File: src/hdl/key_fade_table_unit_macros.svh
// ----------------------------------------------------------------------------
// key_fade_table_unit_macros.svh
// Assertion macros for the key fade table RTL.
// ----------------------------------------------------------------------------
`ifndef KEY_FADE_TABLE_UNIT_MACROS_SVH
`define KEY_FADE_TABLE_UNIT_MACROS_SVH

// Same-cycle implication, checked on every clk edge out of reset
`define KFT_ASSERT_NOW(label, ante, cons, msg) \
  label: assert property (@(posedge clk) disable iff (!rst_n) (ante) |-> (cons)) \
    else $error(msg);

// Next-cycle implication, checked on every clk edge out of reset
`define KFT_ASSERT_NEXT(label, ante, cons, msg) \
  label: assert property (@(posedge clk) disable iff (!rst_n) (ante) |=> (cons)) \
    else $error(msg);

`endif

File: src/hdl/kft_pkg.sv
// ----------------------------------------------------------------------------
// kft_pkg
// Types, codes and sizes shared by the key fade table modules.
// ----------------------------------------------------------------------------
package kft_pkg;

  // Table sizing
  localparam int CAPACITY = 64;
  localparam int IDX_W    = $clog2(CAPACITY);
  localparam int CNT_W    = $clog2(CAPACITY + 1);

  // Field widths
  localparam int CODE_W   = 16;
  localparam int FRAMES_W = 8;
  localparam int CFG_W    = 8;
  localparam int CFG_IDX_W = 1;

  // Event kinds
  localparam logic [1:0] KIND_PRESS   = 2'd0;
  localparam logic [1:0] KIND_RELEASE = 2'd1;
  localparam logic [1:0] KIND_TICK    = 2'd2;
  localparam logic [1:0] KIND_UNUSED  = 2'd3;

  // Result status codes
  localparam logic [1:0] ST_UPDATED  = 2'd0;
  localparam logic [1:0] ST_INSERTED = 2'd1;
  localparam logic [1:0] ST_FULL     = 2'd2;
  localparam logic [1:0] ST_SNAPSHOT = 2'd3;

  // Configuration register indexes
  localparam logic [CFG_IDX_W-1:0] CFG_FADE_FRAMES = 1'd0;
  localparam logic [CFG_IDX_W-1:0] CFG_ANIM_EN     = 1'd1;

  typedef struct packed {
    logic [1:0]        kind;
    logic [CODE_W-1:0] key_code;
  } kft_in_t;

  typedef struct packed {
    logic [1:0]          status;
    logic [CODE_W-1:0]   entry_code;
    logic [FRAMES_W-1:0] frames_left;
    logic                held;
    logic                empty_res;
    logic                last;
  } kft_out_t;

  // One table slot as stored in the memory
  typedef struct packed {
    logic [CODE_W-1:0]   code;
    logic [FRAMES_W-1:0] frames;
    logic                held;
  } kft_entry_t;

  // Controller to datapath
  typedef struct packed {
    logic latch_in;    // capture the accepted event
    logic scan_clr;    // restart the slot walk
    logic scan_run;    // advance the slot walk
    logic find;        // look for the event key
    logic commit;      // store the key event and report it
    logic age;         // age and compact the walked slots
    logic fill_load;   // take the compacted count as the new fill
    logic report;      // report the walked slots
    logic empty_emit;  // report an empty table
  } kft_cmd_t;

  // Datapath to controller
  typedef struct packed {
    logic             match;
    logic             done;
    logic             fill_zero;
    logic             anim_en;
    logic [CNT_W-1:0] fill_cnt;
  } kft_stat_t;

endpackage

File: src/hdl/key_fade_table_unit.sv
// ----------------------------------------------------------------------------
// key_fade_table_unit
// Ordered table of lit keys for a keyboard backlight fade.
// ----------------------------------------------------------------------------
// Use: raise start with in_data while busy is low to transfer one event
// (press, release or frame tick). The block then works on that event alone
// and raises busy until it has finished; an unused kind is dropped at once.
// Results leave on out_data, each marked by out_valid for one cycle; the
// final result of an event has last set. The receiver cannot stall.
// The slots sit in one memory with a single write port and a registered
// read port, walked one slot a cycle. A press or release walks the table
// until a hit or the end and then gives its single result. A tick with
// ageing walks the table twice, once to age and compact it and once to
// report it (only the report walk without ageing); reports come one a cycle.
// Configuration writes on cfg_* take effect at once; write only while idle.
// Reset (synchronous, rst_n low) empties the table and loads fade_frames
// with 10 and animation_enable with 1. Memory contents are not cleared.
// ----------------------------------------------------------------------------
`include "key_fade_table_unit_macros.svh"

module key_fade_table_unit (
  input  logic                          clk,
  input  logic                          rst_n,
  input  logic                          start,
  output logic                          busy,
  input  kft_pkg::kft_in_t              in_data,
  output logic                          out_valid,
  output kft_pkg::kft_out_t             out_data,
  input  logic                          cfg_we,
  input  logic [kft_pkg::CFG_IDX_W-1:0] cfg_index,
  input  logic [kft_pkg::CFG_W-1:0]     cfg_wdata
);
  import kft_pkg::*;

  kft_cmd_t  cmd;
  kft_stat_t st;

  // Sequencer
  kft_ctrl u_ctrl (
    .clk   (clk),
    .rst_n (rst_n),
    .start (start),
    .kind  (in_data.kind),
    .st    (st),
    .cmd   (cmd),
    .busy  (busy)
  );

  // Table storage and result path
  kft_datapath u_datapath (
    .clk       (clk),
    .rst_n     (rst_n),
    .in_data   (in_data),
    .cfg_we    (cfg_we),
    .cfg_index (cfg_index),
    .cfg_wdata (cfg_wdata),
    .cmd       (cmd),
    .st        (st),
    .out_valid (out_valid),
    .out_data  (out_data)
  );

  // Checks
  `KFT_ASSERT_NOW(a_result_while_busy, out_valid, $past(busy), "result outside an event")
  `KFT_ASSERT_NEXT(a_event_goes_busy, start && !busy && (in_data.kind != KIND_UNUSED), busy, "event transfer did not start work")
  `KFT_ASSERT_NEXT(a_report_continues, out_valid && !out_data.last, out_valid, "report sequence broken before last")
  `KFT_ASSERT_NOW(a_fill_in_range, 1'b1, st.fill_cnt <= CNT_W'(CAPACITY), "fill count beyond capacity")

endmodule

File: src/hdl/kft_datapath.sv
// ----------------------------------------------------------------------------
// kft_datapath
// Slot memory, fill count, walk counters, configuration and result register.
// ----------------------------------------------------------------------------
module kft_datapath (
  input  logic                            clk,
  input  logic                            rst_n,
  input  kft_pkg::kft_in_t                in_data,
  input  logic                            cfg_we,
  input  logic [kft_pkg::CFG_IDX_W-1:0]   cfg_index,
  input  logic [kft_pkg::CFG_W-1:0]       cfg_wdata,
  input  kft_pkg::kft_cmd_t               cmd,
  output kft_pkg::kft_stat_t              st,
  output logic                            out_valid,
  output kft_pkg::kft_out_t               out_data
);
  import kft_pkg::*;

  kft_entry_t          mem [CAPACITY];
  kft_entry_t          rdata_r;

  logic [FRAMES_W-1:0] fade_r;
  logic                anim_r;
  logic [1:0]          kind_r;
  logic [CODE_W-1:0]   code_r;

  logic [CNT_W-1:0]    fill_r,     fill_nxt;
  logic [CNT_W-1:0]    scan_idx_r;
  logic [CNT_W-1:0]    wr_idx_r;
  logic [IDX_W-1:0]    pend_idx_r;
  logic                pend_vld_r;
  logic                hit_r;
  logic [IDX_W-1:0]    hit_idx_r;

  logic                out_valid_r, out_valid_nxt;
  kft_out_t            out_data_r,  out_data_nxt;

  logic                issue;
  logic                match;
  logic                pend_last;
  logic                keep;
  logic                room;
  logic                is_press;
  logic                mem_we;
  logic [IDX_W-1:0]    mem_waddr;
  kft_entry_t          mem_wdata;

  assign issue     = cmd.scan_run && (scan_idx_r < fill_r);
  assign match     = pend_vld_r && (rdata_r.code == code_r);
  assign pend_last = (CNT_W'(pend_idx_r) + CNT_W'(1)) == fill_r;
  assign keep      = rdata_r.held || (rdata_r.frames > FRAMES_W'(1));
  assign room      = fill_r < CNT_W'(CAPACITY);
  assign is_press  = kind_r == KIND_PRESS;

  // Configuration registers
  always_ff @(posedge clk) begin
    if (!rst_n) begin
      fade_r <= FRAMES_W'(10);
      anim_r <= 1'b1;
    end else if (cfg_we) begin
      unique case (cfg_index)
        CFG_FADE_FRAMES: fade_r <= cfg_wdata[FRAMES_W-1:0];
        CFG_ANIM_EN:     anim_r <= cfg_wdata[0];
        default: ;
      endcase
    end
  end

  // Event capture
  always_ff @(posedge clk) begin
    if (cmd.latch_in) begin
      kind_r <= in_data.kind;
      code_r <= in_data.key_code;
    end
  end

  // Slot walk: read issued one cycle, data seen the next
  always_ff @(posedge clk) begin
    if (!rst_n) begin
      scan_idx_r <= '0;
      wr_idx_r   <= '0;
      pend_vld_r <= 1'b0;
      hit_r      <= 1'b0;
    end else if (cmd.scan_clr) begin
      scan_idx_r <= '0;
      wr_idx_r   <= '0;
      pend_vld_r <= 1'b0;
      hit_r      <= 1'b0;
    end else begin
      pend_vld_r <= issue;
      if (issue) begin
        scan_idx_r <= scan_idx_r + CNT_W'(1);
      end
      if (cmd.age && pend_vld_r && keep) begin
        wr_idx_r <= wr_idx_r + CNT_W'(1);
      end
      if (cmd.find && match) begin
        hit_r <= 1'b1;
      end
    end
  end

  always_ff @(posedge clk) begin
    if (issue) begin
      pend_idx_r <= scan_idx_r[IDX_W-1:0];
    end
    if (cmd.find && match) begin
      hit_idx_r <= pend_idx_r;
    end
  end

  // Memory write port: compaction writes or key event store
  always_comb begin
    mem_we    = 1'b0;
    mem_waddr = wr_idx_r[IDX_W-1:0];
    mem_wdata = rdata_r;
    if (cmd.age) begin
      mem_we           = pend_vld_r && keep;
      mem_wdata.frames = rdata_r.held ? rdata_r.frames : rdata_r.frames - FRAMES_W'(1);
    end else if (cmd.commit) begin
      mem_we           = hit_r || room;
      mem_waddr        = hit_r ? hit_idx_r : fill_r[IDX_W-1:0];
      mem_wdata.code   = code_r;
      mem_wdata.frames = is_press ? '0 : fade_r;
      mem_wdata.held   = is_press;
    end
  end

  always_ff @(posedge clk) begin
    if (mem_we) begin
      mem[mem_waddr] <= mem_wdata;
    end
    rdata_r <= mem[scan_idx_r[IDX_W-1:0]];
  end

  // Fill count
  always_comb begin
    fill_nxt = fill_r;
    priority if (cmd.fill_load) begin
      fill_nxt = wr_idx_r;
    end else if (cmd.commit && !hit_r && room) begin
      fill_nxt = fill_r + CNT_W'(1);
    end
  end

  always_ff @(posedge clk) begin
    if (!rst_n) begin
      fill_r <= '0;
    end else begin
      fill_r <= fill_nxt;
    end
  end

  // Result register
  always_comb begin
    out_valid_nxt = 1'b0;
    out_data_nxt  = out_data_r;
    priority if (cmd.commit) begin
      out_valid_nxt            = 1'b1;
      out_data_nxt.entry_code  = code_r;
      out_data_nxt.empty_res   = 1'b0;
      out_data_nxt.last        = 1'b1;
      if (hit_r || room) begin
        out_data_nxt.status      = hit_r ? ST_UPDATED : ST_INSERTED;
        out_data_nxt.frames_left = is_press ? '0 : fade_r;
        out_data_nxt.held        = is_press;
      end else begin
        out_data_nxt.status      = ST_FULL;
        out_data_nxt.frames_left = '0;
        out_data_nxt.held        = 1'b0;
      end
    end else if (cmd.empty_emit) begin
      out_valid_nxt            = 1'b1;
      out_data_nxt.status      = ST_SNAPSHOT;
      out_data_nxt.entry_code  = '0;
      out_data_nxt.frames_left = '0;
      out_data_nxt.held        = 1'b0;
      out_data_nxt.empty_res   = 1'b1;
      out_data_nxt.last        = 1'b1;
    end else if (cmd.report && pend_vld_r) begin
      out_valid_nxt            = 1'b1;
      out_data_nxt.status      = ST_SNAPSHOT;
      out_data_nxt.entry_code  = rdata_r.code;
      out_data_nxt.frames_left = rdata_r.held ? '0 : rdata_r.frames;
      out_data_nxt.held        = rdata_r.held;
      out_data_nxt.empty_res   = 1'b0;
      out_data_nxt.last        = pend_last;
    end
  end

  always_ff @(posedge clk) begin
    if (!rst_n) begin
      out_valid_r <= 1'b0;
    end else begin
      out_valid_r <= out_valid_nxt;
    end
    out_data_r <= out_data_nxt;
  end

  assign out_valid    = out_valid_r;
  assign out_data     = out_data_r;

  assign st.match     = match;
  assign st.done      = !pend_vld_r && (scan_idx_r >= fill_r);
  assign st.fill_zero = fill_r == '0;
  assign st.anim_en   = anim_r;
  assign st.fill_cnt  = fill_r;

endmodule

File: src/hdl/kft_ctrl.sv
// ----------------------------------------------------------------------------
// kft_ctrl
// Sequencer: search and store for key events, age (when animation is on) then report for ticks.
// ----------------------------------------------------------------------------
module kft_ctrl (
  input  logic               clk,
  input  logic               rst_n,
  input  logic               start,
  input  logic [1:0]         kind,
  input  kft_pkg::kft_stat_t st,
  output kft_pkg::kft_cmd_t  cmd,
  output logic               busy
);
  import kft_pkg::*;

  localparam logic [2:0] S_IDLE         = 3'd0;
  localparam logic [2:0] S_FIND         = 3'd1;
  localparam logic [2:0] S_COMMIT       = 3'd2;
  localparam logic [2:0] S_AGE          = 3'd3;
  localparam logic [2:0] S_REPORT_START = 3'd4;
  localparam logic [2:0] S_REPORT       = 3'd5;

  logic [2:0] state_r, state_nxt;

  // Next state and commands
  always_comb begin
    state_nxt = state_r;
    cmd       = '0;
    unique case (state_r)
      S_IDLE: begin
        if (start) begin
          cmd.latch_in = 1'b1;
          cmd.scan_clr = 1'b1;
          unique case (kind)
            KIND_PRESS, KIND_RELEASE: state_nxt = S_FIND;
            KIND_TICK:   state_nxt = st.anim_en ? S_AGE : S_REPORT_START;
            KIND_UNUSED: state_nxt = S_IDLE;
            default:     state_nxt = S_IDLE;
          endcase
        end
      end
      S_FIND: begin
        cmd.scan_run = 1'b1;
        cmd.find     = 1'b1;
        if (st.match || st.done) begin
          state_nxt = S_COMMIT;
        end
      end
      S_COMMIT: begin
        cmd.commit = 1'b1;
        state_nxt  = S_IDLE;
      end
      S_AGE: begin
        cmd.scan_run = 1'b1;
        cmd.age      = 1'b1;
        if (st.done) begin
          cmd.fill_load = 1'b1;
          state_nxt     = S_REPORT_START;
        end
      end
      S_REPORT_START: begin
        cmd.scan_clr = 1'b1;
        if (st.fill_zero) begin
          cmd.empty_emit = 1'b1;
          state_nxt      = S_IDLE;
        end else begin
          state_nxt = S_REPORT;
        end
      end
      S_REPORT: begin
        cmd.scan_run = 1'b1;
        cmd.report   = 1'b1;
        if (st.done) begin
          state_nxt = S_IDLE;
        end
      end
      default: state_nxt = S_IDLE;
    endcase
  end

  always_ff @(posedge clk) begin
    if (!rst_n) begin
      state_r <= S_IDLE;
    end else begin
      state_r <= state_nxt;
    end
  end

  assign busy = state_r != S_IDLE;

endmodule

File: config.mk
export PLATFORM = sky130hd
export DESIGN_NAME = key_fade_table_unit
export DESIGN_NICKNAME = d
export VERILOG_FILES = /design/src/hdl/kft_pkg.sv /design/src/hdl/key_fade_table_unit.sv /design/src/hdl/kft_datapath.sv /design/src/hdl/kft_ctrl.sv
export VERILOG_INCLUDE_DIRS = /design/src /design/src/hdl
export SDC_FILE = /design/constraint.sdc
export NUM_CORES = 2
export LEC_CHECK = 0
export ABC_AREA = 0
export BUFFER_PORTS_ARGS = -buffer_cell sky130_fd_sc_hd__buf_2
export CAP_MARGIN = 20
export CORE_ASPECT_RATIO = 0.8
export CORE_UTILIZATION = 45
export DETAILED_ROUTE_END_ITERATION = 8
export GPL_TIMING_DRIVEN = 0
export SKIP_LAST_GASP = 1
export SYNTH_ARGS = -nofsm -noshare
export SYNTH_HDL_FRONTEND = slang
export SYNTH_HIERARCHICAL = 1
export SYNTH_SLANG_ARGS = --single-unit
File: constraint.sdc
create_clock -name clk -period 10.8 [get_ports clk]
set_clock_uncertainty 0.15 [all_clocks]
set_input_delay 2.7 -clock clk [delete_from_list [all_inputs] [get_ports clk]]
set_output_delay 2.7 -clock clk [all_outputs]
set_load 0.02 [all_outputs]
==> qor.txt <==
TritonCTS clock tree -> built
Post-route minimum period -> 4980 ps
Initial antenna violation count -> 8
Netlist cell types -> 70
DR vias/cell -> 6.13
Layout cells sized above 1 -> 24.5%
Total Power -> 14.1 mW
CTS Buffer Depth -> 3
Setup repair bufs after CTS -> 0
Skew-Pair Late Insertion Delay -> 800 ps
Setup CP Type -> register to register
Placed Area -> 71400 µm²
Core ar. -> 147000 µm²
Wire per inst -> 33.2 µm
EDFF count, synth -> 1657
Achievable Freq -> 0.201 GHz
Slew at the pin closest to its max-slew limit -> 1250 ps
CP arrival -> 5440 ps
Area share of the largest cell type after synthesis -> 74.5%
Syn_nets -> 3305
Largest cells by area after synthesis -> edfxtp_1, mux4_2, mux2i_1, dfxtp_1, nand2_1
YS warnings -> 6
Area grow syn2layout -> 14.6%
Nets -> 3594
Fin. max-slew vios -> 0
Commonest register cell after synthesis -> edfxtp_1
First-pass GRT wire length -> 261 mm
DIE AREA -> 150000 µm²
Worst setup EP type -> register
Total GRT Usage -> 25.2%
PortBufs -> 61
Initial Utilization -> 45.3%
Min-Delay Path Class -> register to register
Hold_buf cts -> 0
Row Count -> 126
#FFs+latches synth -> 1720
Die X -> 433 µm
WL final -> 188 mm
Max_cap viols -> 0
H-Tree Level Count -> 4
Avg Cell Area, Syn -> 20.5 µm²
Post-Synthesis Cells -> 3259
Die height -> 347 µm
Post-CTS Resized -> 0
Worst IR Drop VDD -> 0.140 mV
Post-DRT Antenna Nets -> 0
Clock sink total -> 1720
Fin crit share -> 46.1%
Residual DRC -> 0
RSZ-0062 raised after global routing -> false
Dpl hpwl -> 125 mm
Seq/Total Area, Yosys -> 76.4%
Final setup vio count -> 0
DR vias -> 34700
CP Data Required Time -> 11250 ps
Final Hold Viols -> 0
Clock Pin Slew Worst Setup and Hold Paths -> 60 ps
Max FO, Critical Path -> 33
Ys async rst share -> 0%
Area leader, netlist -> edfxtp_1
CTS Root Cell -> clkbuf_16
Status -> finished, final reports clean
Layout fillers -> 11500
Slew HR -> 16.6%
CP Launch Type -> register
Io pins -> 62
Most frequent cell after synthesis -> edfxtp_1
Pre-antenna DRT Iters -> 6
Cell Area, Synth -> 66800 µm²
Design area -> 76600 µm²
Vias in the first global route -> 33400
Leak -> 23.4 nW
CTS Buf Count -> 164
Grt ovf -> 0
Initial DRC Count -> 4496
Placer Congestion -> 1.04
Commonest cells post-synth -> edfxtp_1, mux4_2, mux2i_1
Largest net degree at the start of global routing -> 65
PD cells -> 184 nW/µm²
-- worst paths after layout --
kind	cells after the start	slack (ps)	endpoint	from
worst min-delay path	2	330	u_datapath/anim_r	u_datapath/anim_r
worst min register to register	2	330	u_datapath/anim_r	u_datapath/anim_r
worst max-delay path	11	5820	u_datapath/mem[45][23]	u_ctrl/state_r[1]
worst max register to register	11	5820	u_datapath/mem[45][23]	u_ctrl/state_r[1]
-- report_power, final --
part / total (mW) / switching, mW / internal, mW
Clock: 5.53 / 2.49 / 3.04
Sequential: 7.65 / 0.0389 / 7.61
Combinational: 0.918 / 0.687 / 0.231
-- metal layers --
| layer | GRT usage, % | wire length, µm | share of wire, % |
|---|---|---|---|
| met5 | 0 | 13 | 0.0069 |
| met4 | 9.34 | 7100 | 3.8 |
| met3 | 8.19 | 22700 | 12 |
| met2 | 33.5 | 77200 | 41 |
| met1 | 38.3 | 81100 | 43 |
-- critical path, stage by stage (launching register included) --
cell     delay, ps
dfxtp_1        400
buf_2          230
nor2b_1        200
nor2b_1        130
buf_2          190
nor2b_1        490
buf_4          300
buf_1          690
buf_1          840
nand2_1        150
nand2_2        680
buf_12         280
-- layout by cell type, fill, tap and decap left out, types with 38 or more instances in the layout --
| cell type | synthesis | layout |
|---|---|---|
| a211oi_1 | 54 | 53 |
| clkinv_1 | 2 | 38 |
| mux2i_1 | 184 | 184 |
| edfxtp_1 | 1657 | 1657 |
| dfxtp_1 | 63 | 63 |
| a21oi_1 | 60 | 58 |
| clkbuf_1 | 65 | 108 |
| clkbuf_16 | 0 | 165 |
| o22ai_1 | 75 | 75 |
| nor2_4 | 0 | 64 |
| nand2_1 | 128 | 112 |
| buf_2 | 59 | 121 |
| mux4_2 | 350 | 350 |
-- stage by stage --
step | util [%] | setup TNS (ps) | instances | hold WS [ps] | worst slack [ps]
after global placement | 47.2 | -145670 | 5304 | 310 | -1240
after floorplan | - | 0 | 3259 | 279 | 5260
final | 51.9 | 0 | 5667 | 326 | 5820
after CTS | 51.9 | 0 | 5662 | 331 | 5950
after detailed placement | 48.5 | 0 | 5365 | 314 | 6030
after global routing | 51.9 | 0 | 5663 | 363 | 5700
-- registers in the layout, summed over array words and instances (netlist names) --
| register | flops |
|---|---|
| u_datapath/hit_r | 1 |
| u_datapath/out_valid | 1 |
| u_datapath/scan_idx_r | 7 |
| u_datapath/pend_vld_r | 1 |
| u_datapath/code_r | 16 |
| u_datapath/mem | 1600 |
| u_ctrl/state_r | 3 |
| u_datapath/fill_r | 7 |
| u_datapath/out_data | 29 |
| u_datapath/hit_idx_r | 6 |
| u_datapath/fade_r | 8 |
| u_datapath/anim_r | 1 |
| u_datapath/kind_r | 2 |
| u_datapath/pend_idx_r | 6 |
| u_datapath/wr_idx_r | 7 |
| u_datapath/rdata_r | 25 |
-- cell families (layout without fill, tap and decap cells) --
group	count (synthesis)	count (layout)	share of synthesized area, %
AOI/OAI and AO/OA	369	369	3.89
xor gates and xnor gates	32	32	0.420
adders and majority gates	15	15	0.281
buffers and inverters	201	621	1.61
DFF	1720	1720	76.4
muxes	545	545	14.7
other	0	4	0
and+or+nand+nor	377	377	2.68
-- layout make-up --
type / count / area [µm²] / share of cell area, %
Timing Repair Buffer: 123 / 1530 / 2.00
Multi-Input combinational cell: 1338 / 15400 / 20.1
Inverter: 20 / 75.1 / 0.0980
Sequential cell: 1720 / 51000 / 66.6
Tap cell: 1984 / 2480 / 3.24
Buffer: 181 / 1000 / 1.31
Antenna cell: 4 / 10.0 / 0.0131
Clock inverter: 84 / 733 / 0.958
Clock buffer: 213 / 4360 / 5.69
Note: power is estimated with default switching activity, not from simulation.
